$ cat config.mk
export PLATFORM = sky130hd
export DESIGN_NAME = rational_arithmetic_unit
export DESIGN_NICKNAME = d
export VERILOG_FILES = /design/src/rtl/rau_pkg.sv /design/src/rtl/rau_ctrl.sv /design/src/rtl/rau_datapath.sv /design/src/rtl/rational_arithmetic_unit.sv
export SDC_FILE = /design/constraint.sdc
export NUM_CORES = 2
export LEC_CHECK = 0
export ABC_AREA = 0
export BUFFER_PORTS_ARGS = -buffer_cell sky130_fd_sc_hd__buf_4
export CAP_MARGIN = 30
export CORE_MARGIN = 4
export CORE_UTILIZATION = 52
export DETAILED_ROUTE_END_ITERATION = 16
export PLACE_DENSITY = 0.68
export SETUP_SLACK_MARGIN = 0.15
export SLEW_MARGIN = 10
export SYNTH_ARGS = -nofsm -noshare
export SYNTH_HDL_FRONTEND = slang
export SYNTH_SLANG_ARGS = --single-unit
$ cat constraint.sdc
create_clock -name clk -period 9 [get_ports clk]
set_clock_uncertainty 0.05 [all_clocks]
set_input_delay 2.25 -clock clk [delete_from_list [all_inputs] [get_ports clk]]
set_output_delay 2.25 -clock clk [all_outputs]
set_load 0.02 [all_outputs]
$ cat src/rtl/rau_pkg.sv
// Package for the rational arithmetic unit: widths, codes and shared types.
package rau_pkg;

  localparam int OPERAND_WIDTH = 16;
  localparam int MAG_W = OPERAND_WIDTH;
  localparam int PROD_W = 2 * MAG_W;
  localparam int WIDE_W = 2 * OPERAND_WIDTH + 1;
  localparam int CNT_W = $clog2(WIDE_W + 1);
  localparam int NUM_W = 33;
  localparam int DEN_W = 32;

  localparam logic [1:0] KIND_ADD = 2'd0;
  localparam logic [1:0] KIND_SUB = 2'd1;
  localparam logic [1:0] KIND_MUL = 2'd2;
  localparam logic [1:0] KIND_DIV = 2'd3;

  localparam logic [1:0] STATUS_OK = 2'd0;
  localparam logic [1:0] STATUS_ZERO_DEN = 2'd1;
  localparam logic [1:0] STATUS_DIV_ZERO = 2'd2;

  typedef enum logic [3:0] {
    ST_IDLE, ST_CHECK, ST_GCD_INIT, ST_GCD_TEST, ST_GCD_MOD,
    ST_DIVN, ST_DIVD, ST_COMBINE, ST_PROD, ST_DONE
  } state_t;

  // Selects which fraction the shared reduction works on.
  typedef enum logic [1:0] { SEL_A, SEL_B, SEL_R } sel_t;

  // Selects the dividend and divisor loaded into the shared divider.
  typedef enum logic [1:0] { DIV_MOD, DIV_NUM, DIV_DEN } div_src_t;

  typedef struct packed {
    logic       load;
    logic       gcd_start;
    logic       gcd_update;
    logic       div_start;
    div_src_t   div_src;
    logic       div_step;
    logic       quo_keep;
    logic       store;
    sel_t       sel;
    logic       combine;
    logic       prod;
    logic       set_status;
    logic [1:0] status_code;
  } cmd_t;

  typedef struct packed {
    logic zero_den;
    logic div_zero;
    logic gy_zero;
    logic div_done;
  } stat_t;

endpackage

$ cat src/rtl/rau_ctrl.sv
// Controller state machine for the rational arithmetic unit.
module rau_ctrl import rau_pkg::*; (
  input  logic  clk,
  input  logic  rst,
  input  logic  in_valid,
  output logic  in_ready,
  output logic  out_valid,
  input  logic  out_ready,
  input  stat_t st,
  output cmd_t  cmd
);

  state_t state, state_next;
  sel_t sel, sel_next;

  always_ff @(posedge clk) begin
    if (rst) begin
      state <= ST_IDLE;
      sel <= SEL_A;
    end else begin
      state <= state_next;
      sel <= sel_next;
    end
  end

  always_comb begin
    state_next = state;
    sel_next = sel;
    case (state)
      ST_IDLE: if (in_valid) state_next = ST_CHECK;
      ST_CHECK: begin
        sel_next = SEL_A;
        state_next = st.zero_den ? ST_DONE : ST_GCD_INIT;
      end
      ST_GCD_INIT: state_next = ST_GCD_TEST;
      ST_GCD_TEST: state_next = st.gy_zero ? ST_DIVN : ST_GCD_MOD;
      ST_GCD_MOD: if (st.div_done) state_next = ST_GCD_TEST;
      ST_DIVN: if (st.div_done) state_next = ST_DIVD;
      ST_DIVD: begin
        if (st.div_done) begin
          case (sel)
            SEL_A: begin
              sel_next = SEL_B;
              state_next = ST_GCD_INIT;
            end
            SEL_B: state_next = ST_COMBINE;
            default: state_next = ST_DONE;
          endcase
        end
      end
      ST_COMBINE: state_next = st.div_zero ? ST_DONE : ST_PROD;
      ST_PROD: begin
        sel_next = SEL_R;
        state_next = ST_GCD_INIT;
      end
      ST_DONE: if (out_ready) state_next = ST_IDLE;
      default: state_next = ST_IDLE;
    endcase
  end

  always_comb begin
    cmd = '0;
    cmd.sel = sel;
    in_ready = (state == ST_IDLE);
    out_valid = (state == ST_DONE);
    case (state)
      ST_IDLE: cmd.load = in_valid;
      ST_CHECK: begin
        cmd.set_status = st.zero_den;
        cmd.status_code = STATUS_ZERO_DEN;
      end
      ST_GCD_INIT: cmd.gcd_start = 1'b1;
      ST_GCD_TEST: begin
        cmd.div_start = 1'b1;
        cmd.div_src = st.gy_zero ? DIV_NUM : DIV_MOD;
      end
      ST_GCD_MOD: begin
        cmd.div_step = !st.div_done;
        cmd.gcd_update = st.div_done;
      end
      ST_DIVN: begin
        cmd.div_step = !st.div_done;
        cmd.quo_keep = st.div_done;
        cmd.div_start = st.div_done;
        cmd.div_src = DIV_DEN;
      end
      ST_DIVD: begin
        cmd.div_step = !st.div_done;
        cmd.store = st.div_done && (sel != SEL_R);
        cmd.set_status = st.div_done && (sel == SEL_R);
        cmd.status_code = STATUS_OK;
      end
      ST_COMBINE: begin
        cmd.combine = 1'b1;
        cmd.set_status = st.div_zero;
        cmd.status_code = STATUS_DIV_ZERO;
      end
      ST_PROD: cmd.prod = 1'b1;
      default: ;
    endcase
  end

endmodule

$ cat src/rtl/rau_datapath.sv
// Datapath for the rational arithmetic unit: operand registers, GCD and divider.
module rau_datapath import rau_pkg::*; (
  input  logic                     clk,
  input  logic [1:0]               kind,
  input  logic [OPERAND_WIDTH-1:0] left_num,
  input  logic [OPERAND_WIDTH-1:0] left_den,
  input  logic [OPERAND_WIDTH-1:0] right_num,
  input  logic [OPERAND_WIDTH-1:0] right_den,
  input  cmd_t                     cmd,
  output stat_t                    st,
  output logic signed [NUM_W-1:0]  result_num,
  output logic [DEN_W-1:0]         result_den,
  output logic [1:0]               status
);

  logic [1:0] op;
  logic a_neg, b_neg, r_neg;
  logic [MAG_W-1:0] a_num, a_den, b_num, b_den;
  logic [WIDE_W-1:0] r_num, r_den;
  logic [WIDE_W-1:0] t1, t2;
  logic [WIDE_W-1:0] gx, gy;
  logic [WIDE_W-1:0] dq, drem, dd, dn, quo_num;
  logic [CNT_W-1:0] dcnt;
  logic [WIDE_W:0] trial;
  logic [WIDE_W-1:0] cur_num, cur_den;
  logic [PROD_W-1:0] p_cross_l, p_cross_r, p_num, p_den;
  logic b_sign_eff;
  logic [MAG_W-1:0] ln_m, ld_m, rn_m, rd_m;

  // Magnitude of a two's complement operand; the most negative value maps to 2^(W-1).
  function automatic logic [MAG_W-1:0] mag_of(input logic [OPERAND_WIDTH-1:0] v);
    return v[OPERAND_WIDTH-1] ? (~v + 1'b1) : v;
  endfunction

  assign ln_m = mag_of(left_num);
  assign ld_m = mag_of(left_den);
  assign rn_m = mag_of(right_num);
  assign rd_m = mag_of(right_den);

  // Current fraction under reduction, widened.
  always_comb begin
    case (cmd.sel)
      SEL_A: begin
        cur_num = WIDE_W'(a_num);
        cur_den = WIDE_W'(a_den);
      end
      SEL_B: begin
        cur_num = WIDE_W'(b_num);
        cur_den = WIDE_W'(b_den);
      end
      default: begin
        cur_num = r_num;
        cur_den = r_den;
      end
    endcase
  end

  assign p_cross_l = a_num * b_den;
  assign p_cross_r = b_num * a_den;
  assign p_num = a_num * b_num;
  assign p_den = a_den * b_den;

  // Sign of the right term as it enters the sum; subtraction flips it.
  assign b_sign_eff = b_neg ^ (op == KIND_SUB);

  // Restoring divider, one quotient bit per cycle; shared by the gcd modulo
  // and by the two quotients of each reduction.
  assign trial = {drem, dn[WIDE_W-1]} - {1'b0, dd};

  always_ff @(posedge clk) begin
    if (cmd.load) begin
      op <= kind;
      a_neg <= left_num[OPERAND_WIDTH-1] ^ left_den[OPERAND_WIDTH-1];
      b_neg <= right_num[OPERAND_WIDTH-1] ^ right_den[OPERAND_WIDTH-1];
      a_num <= ln_m;
      a_den <= ld_m;
      b_num <= rn_m;
      b_den <= rd_m;
    end else if (cmd.store) begin
      case (cmd.sel)
        SEL_A: begin
          a_num <= quo_num[MAG_W-1:0];
          a_den <= dq[MAG_W-1:0];
          if (quo_num == '0) a_neg <= 1'b0;
        end
        SEL_B: begin
          b_num <= quo_num[MAG_W-1:0];
          b_den <= dq[MAG_W-1:0];
          if (quo_num == '0) b_neg <= 1'b0;
        end
        default: ;
      endcase
    end else if (cmd.combine && op == KIND_DIV) begin
      // Division is multiplication by the reciprocal of the right operand.
      b_num <= b_den;
      b_den <= b_num;
    end

    if (cmd.combine) begin
      t1 <= WIDE_W'(p_cross_l);
      t2 <= WIDE_W'(p_cross_r);
    end

    if (cmd.prod) begin
      r_den <= WIDE_W'(p_den);
      if (op == KIND_MUL || op == KIND_DIV) begin
        r_num <= WIDE_W'(p_num);
        r_neg <= a_neg ^ b_neg;
      end else if (a_neg == b_sign_eff) begin
        r_num <= t1 + t2;
        r_neg <= a_neg;
      end else if (t1 >= t2) begin
        r_num <= t1 - t2;
        r_neg <= a_neg;
      end else begin
        r_num <= t2 - t1;
        r_neg <= b_sign_eff;
      end
    end

    if (cmd.gcd_start) begin
      gx <= cur_num;
      gy <= cur_den;
    end else if (cmd.gcd_update) begin
      gx <= gy;
      gy <= drem;
    end

    if (cmd.div_start) begin
      case (cmd.div_src)
        DIV_MOD: begin
          dn <= gx;
          dd <= gy;
        end
        DIV_NUM: begin
          dn <= cur_num;
          dd <= gx;
        end
        default: begin
          dn <= cur_den;
          dd <= gx;
        end
      endcase
      drem <= '0;
      dq <= '0;
      dcnt <= CNT_W'(WIDE_W);
    end else if (cmd.div_step && dcnt != '0) begin
      drem <= trial[WIDE_W] ? {drem[WIDE_W-2:0], dn[WIDE_W-1]} : trial[WIDE_W-1:0];
      dq <= {dq[WIDE_W-2:0], ~trial[WIDE_W]};
      dn <= {dn[WIDE_W-2:0], 1'b0};
      dcnt <= dcnt - 1'b1;
    end

    if (cmd.quo_keep) quo_num <= dq;

    if (cmd.set_status) begin
      status <= cmd.status_code;
      if (cmd.status_code == STATUS_OK) begin
        result_num <= r_neg ? -NUM_W'(quo_num) : NUM_W'(quo_num);
        result_den <= DEN_W'(dq);
      end else begin
        result_num <= '0;
        result_den <= DEN_W'(1);
      end
    end
  end

  assign st.zero_den = (a_den == '0) || (b_den == '0);
  assign st.div_zero = (op == KIND_DIV) && (b_num == '0);
  assign st.gy_zero = (gy == '0);
  assign st.div_done = (dcnt == '0);

endmodule

$ cat src/rtl/rational_arithmetic_unit.sv
// Top level of the rational arithmetic unit: controller plus datapath.
//
//  channel | signals                                   | direction
//  input   | in_valid, in_ready, kind, left_*, right_* | request in
//  output  | out_valid, out_ready, result_*, status    | request out
//
// One request is worked at a time; in_ready is high only while idle.
// Each fraction (left, right, result) is reduced by Euclid's algorithm: every
// step and both final quotients use one shared restoring divider, one
// quotient bit per cycle over 33 bits. A good request runs three such
// reductions; a zero denominator skips them and answers with STATUS_ZERO_DEN.
// Reset (rst, synchronous) returns the controller to idle; payload needs none.
// A result holds on the outputs until out_ready takes it.
module rational_arithmetic_unit import rau_pkg::*; (
  input  logic                     clk,
  input  logic                     rst,
  input  logic                     in_valid,
  output logic                     in_ready,
  input  logic [1:0]               kind,
  input  logic [OPERAND_WIDTH-1:0] left_num,
  input  logic [OPERAND_WIDTH-1:0] left_den,
  input  logic [OPERAND_WIDTH-1:0] right_num,
  input  logic [OPERAND_WIDTH-1:0] right_den,
  output logic                     out_valid,
  input  logic                     out_ready,
  output logic signed [NUM_W-1:0]  result_num,
  output logic [DEN_W-1:0]         result_den,
  output logic [1:0]               status
);

  cmd_t  cmd;
  stat_t st;

  rau_ctrl u_ctrl (
    .clk(clk), .rst(rst), .in_valid(in_valid), .in_ready(in_ready),
    .out_valid(out_valid), .out_ready(out_ready), .st(st), .cmd(cmd)
  );

  rau_datapath u_dp (
    .clk(clk), .kind(kind), .left_num(left_num), .left_den(left_den),
    .right_num(right_num), .right_den(right_den), .cmd(cmd), .st(st),
    .result_num(result_num), .result_den(result_den), .status(status)
  );

`ifndef SYNTH
  a_ready_out: assert property (@(posedge clk) disable iff (rst) !(in_ready && out_valid))
    else $error("ready while result pending");
  a_hold: assert property (@(posedge clk) disable iff (rst)
    out_valid && !out_ready |=> out_valid && $stable(result_num))
    else $error("result dropped");
  a_den: assert property (@(posedge clk) disable iff (rst) out_valid |-> result_den != '0)
    else $error("zero denominator out");
`endif

endmodule
; ---- After elaboration in Yosys (flattened, before gate mapping)
; Index checks and enable logic that the tools add are counted.
[classes]
add_sub_neg = 10
mul = 4
order_cmp = 1
eq_ne = 24
n_mux = 67
bitwise = 9
reduce_logical = 34
[op_table]
columns = op, n
row1 = 33-bit two-way mux, 11
row2 = 16-bit two-way mux, 18
row3 = 33-bit case mux with 2 select lines, 2
row4 = 16-bit by 16-bit multiplier with 32-bit output, 4
row5 = 33-bit logical NOT, 2
row6 = 32-bit by 32-bit subtractor with 33-bit output, 2
row7 = "16-bit by 1-bit adder with 16-bit output, second input constant", 4
row8 = 16-bit NOT, 4
row9 = 32-bit case mux with 2 select lines, 1
row10 = 16-bit logical NOT, 3
row11 = 4-bit case mux with 10 select lines, 1
row12 = 34-bit by 33-bit subtractor with 34-bit output, 1
row13 = 32-bit by 32-bit adder with 33-bit output, 1
row14 = 33-bit negation, 1
row15 = 32-bit >= comparator, 1
row16 = 32-bit two-way mux, 1
row17 = 4-bit two-way mux, 6
row18 = 1-bit two-way mux, 21
row19 = "4-bit by 3-bit equality test with 1-bit output, second input constant", 4
row20 = 2-bit nonzero test, 6
row21 = 3-bit case mux with 3 select lines, 1
row22 = 3-bit AND reduction, 3
row23 = "4-bit by 2-bit equality test with 1-bit output, second input constant", 2
row24 = "4-bit equality test, second input constant", 2
row25 = 25 further kinds, 47
[totals]
ff_bits = 508
output_inout_bits = 69
elab_cells = 175

; ---- Logic depth before layout (Yosys ltp)
[logic_depth]
depth_word = 6
mapped_depth = 25
ltp_nobuf = 23

; ---- Modules after synthesis
; A second synthesis with hierarchy kept.
[hier_totals]
hier_cells = 6829
hier_area_um2 = 63608.5
[modules_own_cells]
columns = mod, n_inst, cells_each, area_each_um2
row1 = rau_datapath, 1, 6742, 62964.1
row2 = rau_ctrl, 1, 87, 644.4

; ---- Worst setup path after synthesis
; Ideal clock, no wire load.
[synth_path]
kind = register to register
from = register u_ctrl.state[2]
to = register u_dp.result_den[0], enable pin
setup_ns = 0.584
t_arrival_ns = 6.337
slack_ns = 2.029
path_stages_with_launch = 8
path_buffers = 1
period_less_slack_ns = 6.971
path_cell_list = dfxtp_1 clkbuf_1 nand2_1 nor2_1 nand3_1 nor2_1 nor2_1 o21ai_0
[synth_lines]
columns = element, line
row1 = start: declaration, rau_ctrl.sv:13  ; state_t state, state_next;
row2 = start signal: assignment, rau_ctrl.sv:21  ; state <= state_next;
row3 = end signal: assignment, rau_datapath.sv:160  ; result_den <= DEN_W'(dq);
row4 = end: declaration, rau_datapath.sv:12  ; output logic [DEN_W-1:0] result_den,

; ---- Final worst setup path
[layout_path]
from = register u_dp.b_num[5]
to = register u_dp.r_num[31], data pin
[layout_between]
elab_chain_len = 2
[layout_rtl]
columns = element, line
row1 = start: declaration, rau_datapath.sv:18  ; logic [MAG_W-1:0] a_num, a_den, b_num, b_den;
row2 = start signal: assignment, rau_datapath.sv:77  ; b_num <= rn_m;
row3 = start signal: assignment, rau_datapath.sv:87  ; b_num <= quo_num[MAG_W-1:0];
row4 = start signal: assignment, rau_datapath.sv:95  ; b_num <= b_den;
row5 = 16-bit by 16-bit multiplier with 32-bit output, rau_datapath.sv:60  ; assign p_num = a_num * b_num;
row6 = 32-bit two-way mux, rau_datapath.sv:106  ; if (op == KIND_MUL || op == KIND_DIV) begin
row7 = end signal: assignment, rau_datapath.sv:107  ; r_num <= WIDE_W'(p_num);
row8 = end signal: assignment, rau_datapath.sv:110  ; r_num <= t1 + t2;
row9 = end signal: assignment, rau_datapath.sv:113  ; r_num <= t1 - t2;
row10 = end: declaration, rau_datapath.sv:19  ; logic [WIDE_W-1:0] r_num, r_den;
; Every way passes these cells.
; A chain may end at the register's enable or synchronous reset.

==> summary.md <==
| Metric | Value |
|---|---|
| PostCTS Resize Cnt | `0` |
| Final Cycle Share | `87.7%` |
| Via count | `49,500` |
| Pre-CTS setup slack | `1330 ps` |
| Number of core rows | `127` |
| Fin nets | `8,287` |
| DIE HEIGHT | `356 microns` |
| CTS Root Cell | `clkbuf_16` |
| Vias per cell | `5.79` |
| TritonCTS clock tree | `done` |
| WL/cell | `22.1 microns` |
| DR DRC count | `0` |
| Yosys Warn Count | `0` |
| CTS Buf Count | `59` |
| Layout cells sized above 1 | `6.17%` |
| Initial antenna violation count | `6` |
| Grt total ovfl | `0` |
| Hold buffers post-CTS | `0` |
| Synth async-reset ratio | `0%` |
| Max Freq | `0.127 GHz` |
| Worst setup SP type | `flop` |
| Area Overhead vs Synth | `7.87%` |
| Most frequent cells after synthesis | `1,077 x nand2_1, 1,040 x inv_1, 780 x fa_1` |
| Vias in the first global route | `49,900` |
| Synth top area cells | `fa_1 25%, edfxtp_1 21%, ha_1 11%` |
| Post-synth top area share | `24.8%` |
| Avg Inst Size Synth | `9.07 sq um` |
| Worst setup margin | `1100 ps` |
| Register area share after synthesis | `23.0%` |
| Worst path required time | `9350 ps` |
| Starting Density | `52.4%` |
| Routability cong. | `0.985` |
| Top cell type by total area after synthesis | `fa_1` |
| DR pass1 iterations | `6` |
| CP Max Fanout | `19` |
| Mapped Nets | `8,346` |
| Final Util | `56.5%` |
| Fin Setup TNS | `0 ps` |
| DP Wirelength | `145 mm` |
| Clk_lat worst skew | `700 ps` |
| Post-route ant nets | `0` |
| Top-count cell post-synth | `nand2_1` |
| Routed WL | `189 mm` |
| Die W | `356 microns` |
| H-tree lvl count | `2` |
| Final Hold Viols | `0` |
| Worst Max-Slew Pin Slew | `1080 ps` |
| Critical Path AT | `8240 ps` |
| Setup violators final | `0` |
| Maxcap violations | `0` |
| Worst slew margin | `27.7%` |
| Max Transition Viols Final | `0` |
| Postcts setup bufs | `0` |
| Outcome | `complete, no violations` |
| Critical Path End Type | `flop` |
| Worst Hold Class | `flop to flop` |
| CTS sink cnt | `508` |
| Largest net degree at the start of global routing | `85` |
| #FFs+latches synth | `508` |
| Initial DRC count | `4,593` |
| Synth Flop Type | `edfxtp_1` |
| Fillers | `10,700` |
| First-pass GRT wire length | `292 mm` |
| Syn Inst Count | `6,943` |
| Post-synth cell types | `82` |
| # port buffers | `138` |
| CTS max path bufs | `3` |
| EDFF count, synth | `430` |
| Core ar. | `120,000 sq um` |
| Setup Crit Path Kind | `flop to flop` |
| Clk slew on worst S/H paths | `60 ps` |
| Area of the mapped netlist | `62,900 sq um` |
| # IOs | `139` |
| Minimum clock period | `7900 ps` |
| All-Layer GR Usage | `29.7%` |
| RSZ-0062 raised after global routing | `no` |
| Die area | `127,000 sq um` |
==> worst max-delay path: stages (launching register included) <==
cell and delay [ps]:
edfxtp_1 1000, buf_4 390, and2_1 190, fa_1 410
inv_1 80, fa_1 440, fa_1 510, fa_1 540
inv_1 50, fa_1 470, inv_1 50, fa_1 470
inv_1 40, ha_1 330, a21oi_1 230, o21bai_1 80
a41o_1 270, a221o_1 410, a31oi_1 420, o31ai_1 160
o41ai_1 490, o21ai_0 220, xnor2_1 180, mux2i_1 80
==> sequential cells by signal (all words and copies together), names as in the netlist, 2 cells and up <==
register,cells
u_ctrl.sel,2
u_ctrl.state,4
u_dp.a_den,16
u_dp.a_num,16
u_dp.b_den,16
u_dp.b_num,16
u_dp.dcnt,6
u_dp.dd,33
u_dp.dn,33
u_dp.dq,33
u_dp.drem,33
u_dp.gx,33
u_dp.gy,33
u_dp.op,2
u_dp.quo_num,33
u_dp.r_den,32
u_dp.r_num,33
u_dp.result_den,32
u_dp.result_num,33
u_dp.status,2
u_dp.t1,32
u_dp.t2,32
==> stage by stage <==
step | hold slack, ps | instance area (sq um) | std cells
floorplan | 358 | 62900 | 6943
global placement | 364 | 65500 | 8417
detailed placement | 388 | 65800 | 8429
CTS | 403 | 67800 | 8540
global route | 419 | 67900 | 8547
finish | 410 | 67900 | 8547
==> path summary, 6_finish.rpt <==
path                                                from                          to  cells after the start  slack (ps)
worst max-delay path             u_dp.b_num[5]$_DFFE_PP_    u_dp.r_num[31]$_DFFE_PP_                     23        1100
worst min-delay path            u_dp.dq[32]$_SDFFE_PP0P_  u_dp.quo_num[32]$_DFFE_PP_                      0         410
worst max register to register   u_dp.b_num[5]$_DFFE_PP_    u_dp.r_num[31]$_DFFE_PP_                     23        1100
worst min register to register  u_dp.dq[32]$_SDFFE_PP0P_  u_dp.quo_num[32]$_DFFE_PP_                      0         410
==> cell usage in the layout (no fill, tap or decap), drive strengths merged, types with 35 or more instances in the layout <==
master and n:
a21oi 269, a21o 94, xor2 103, nand2 1077
inv 1043, edfxtp 430, buf 269, dfxtp 78
nor2 292, xnor2 154, nor3 55, fa 780
ha 553, and2 522, o21ai 358, mux2i 121
clkbuf 75, nor4 35, nand3 56
==> area by class of cell <==
class	count	area [sq um]	area share, %
Antenna cell	1	2.50	0.00369
Timing Repair Buffer	271	2270	3.35
Tap cell	1612	2020	2.97
Clock inverter	38	402	0.591
Sequential cell	508	14500	21.3
Clock buffer	73	1610	2.37
Multi-Input combinational cell	5002	43200	63.6
Inverter	1042	3910	5.76
==> routing by layer <==
metal  global-route usage, %  part of all wire [%]
met1                    39.9                    41
met2                    46.2                    45
met3                    6.35                   8.8
met4                    14.1                   5.6
met5                   0.692                 0.086
==> cell families after synthesis <==
logic type | share of synthesized area, %
multiplexers | 1.94
AND/OR/NAND/NOR | 16.6
flip-flops | 23.0
buffers and inverters | 8.57
XOR/XNOR | 3.58
adder cells (fa/ha/maj) | 35.8
AO/OA/AOI/OAI | 10.5
Power is left out: the tool's default activity adds up to more than one toggle a clock period on the data nets, which glitch-free logic cannot reach.
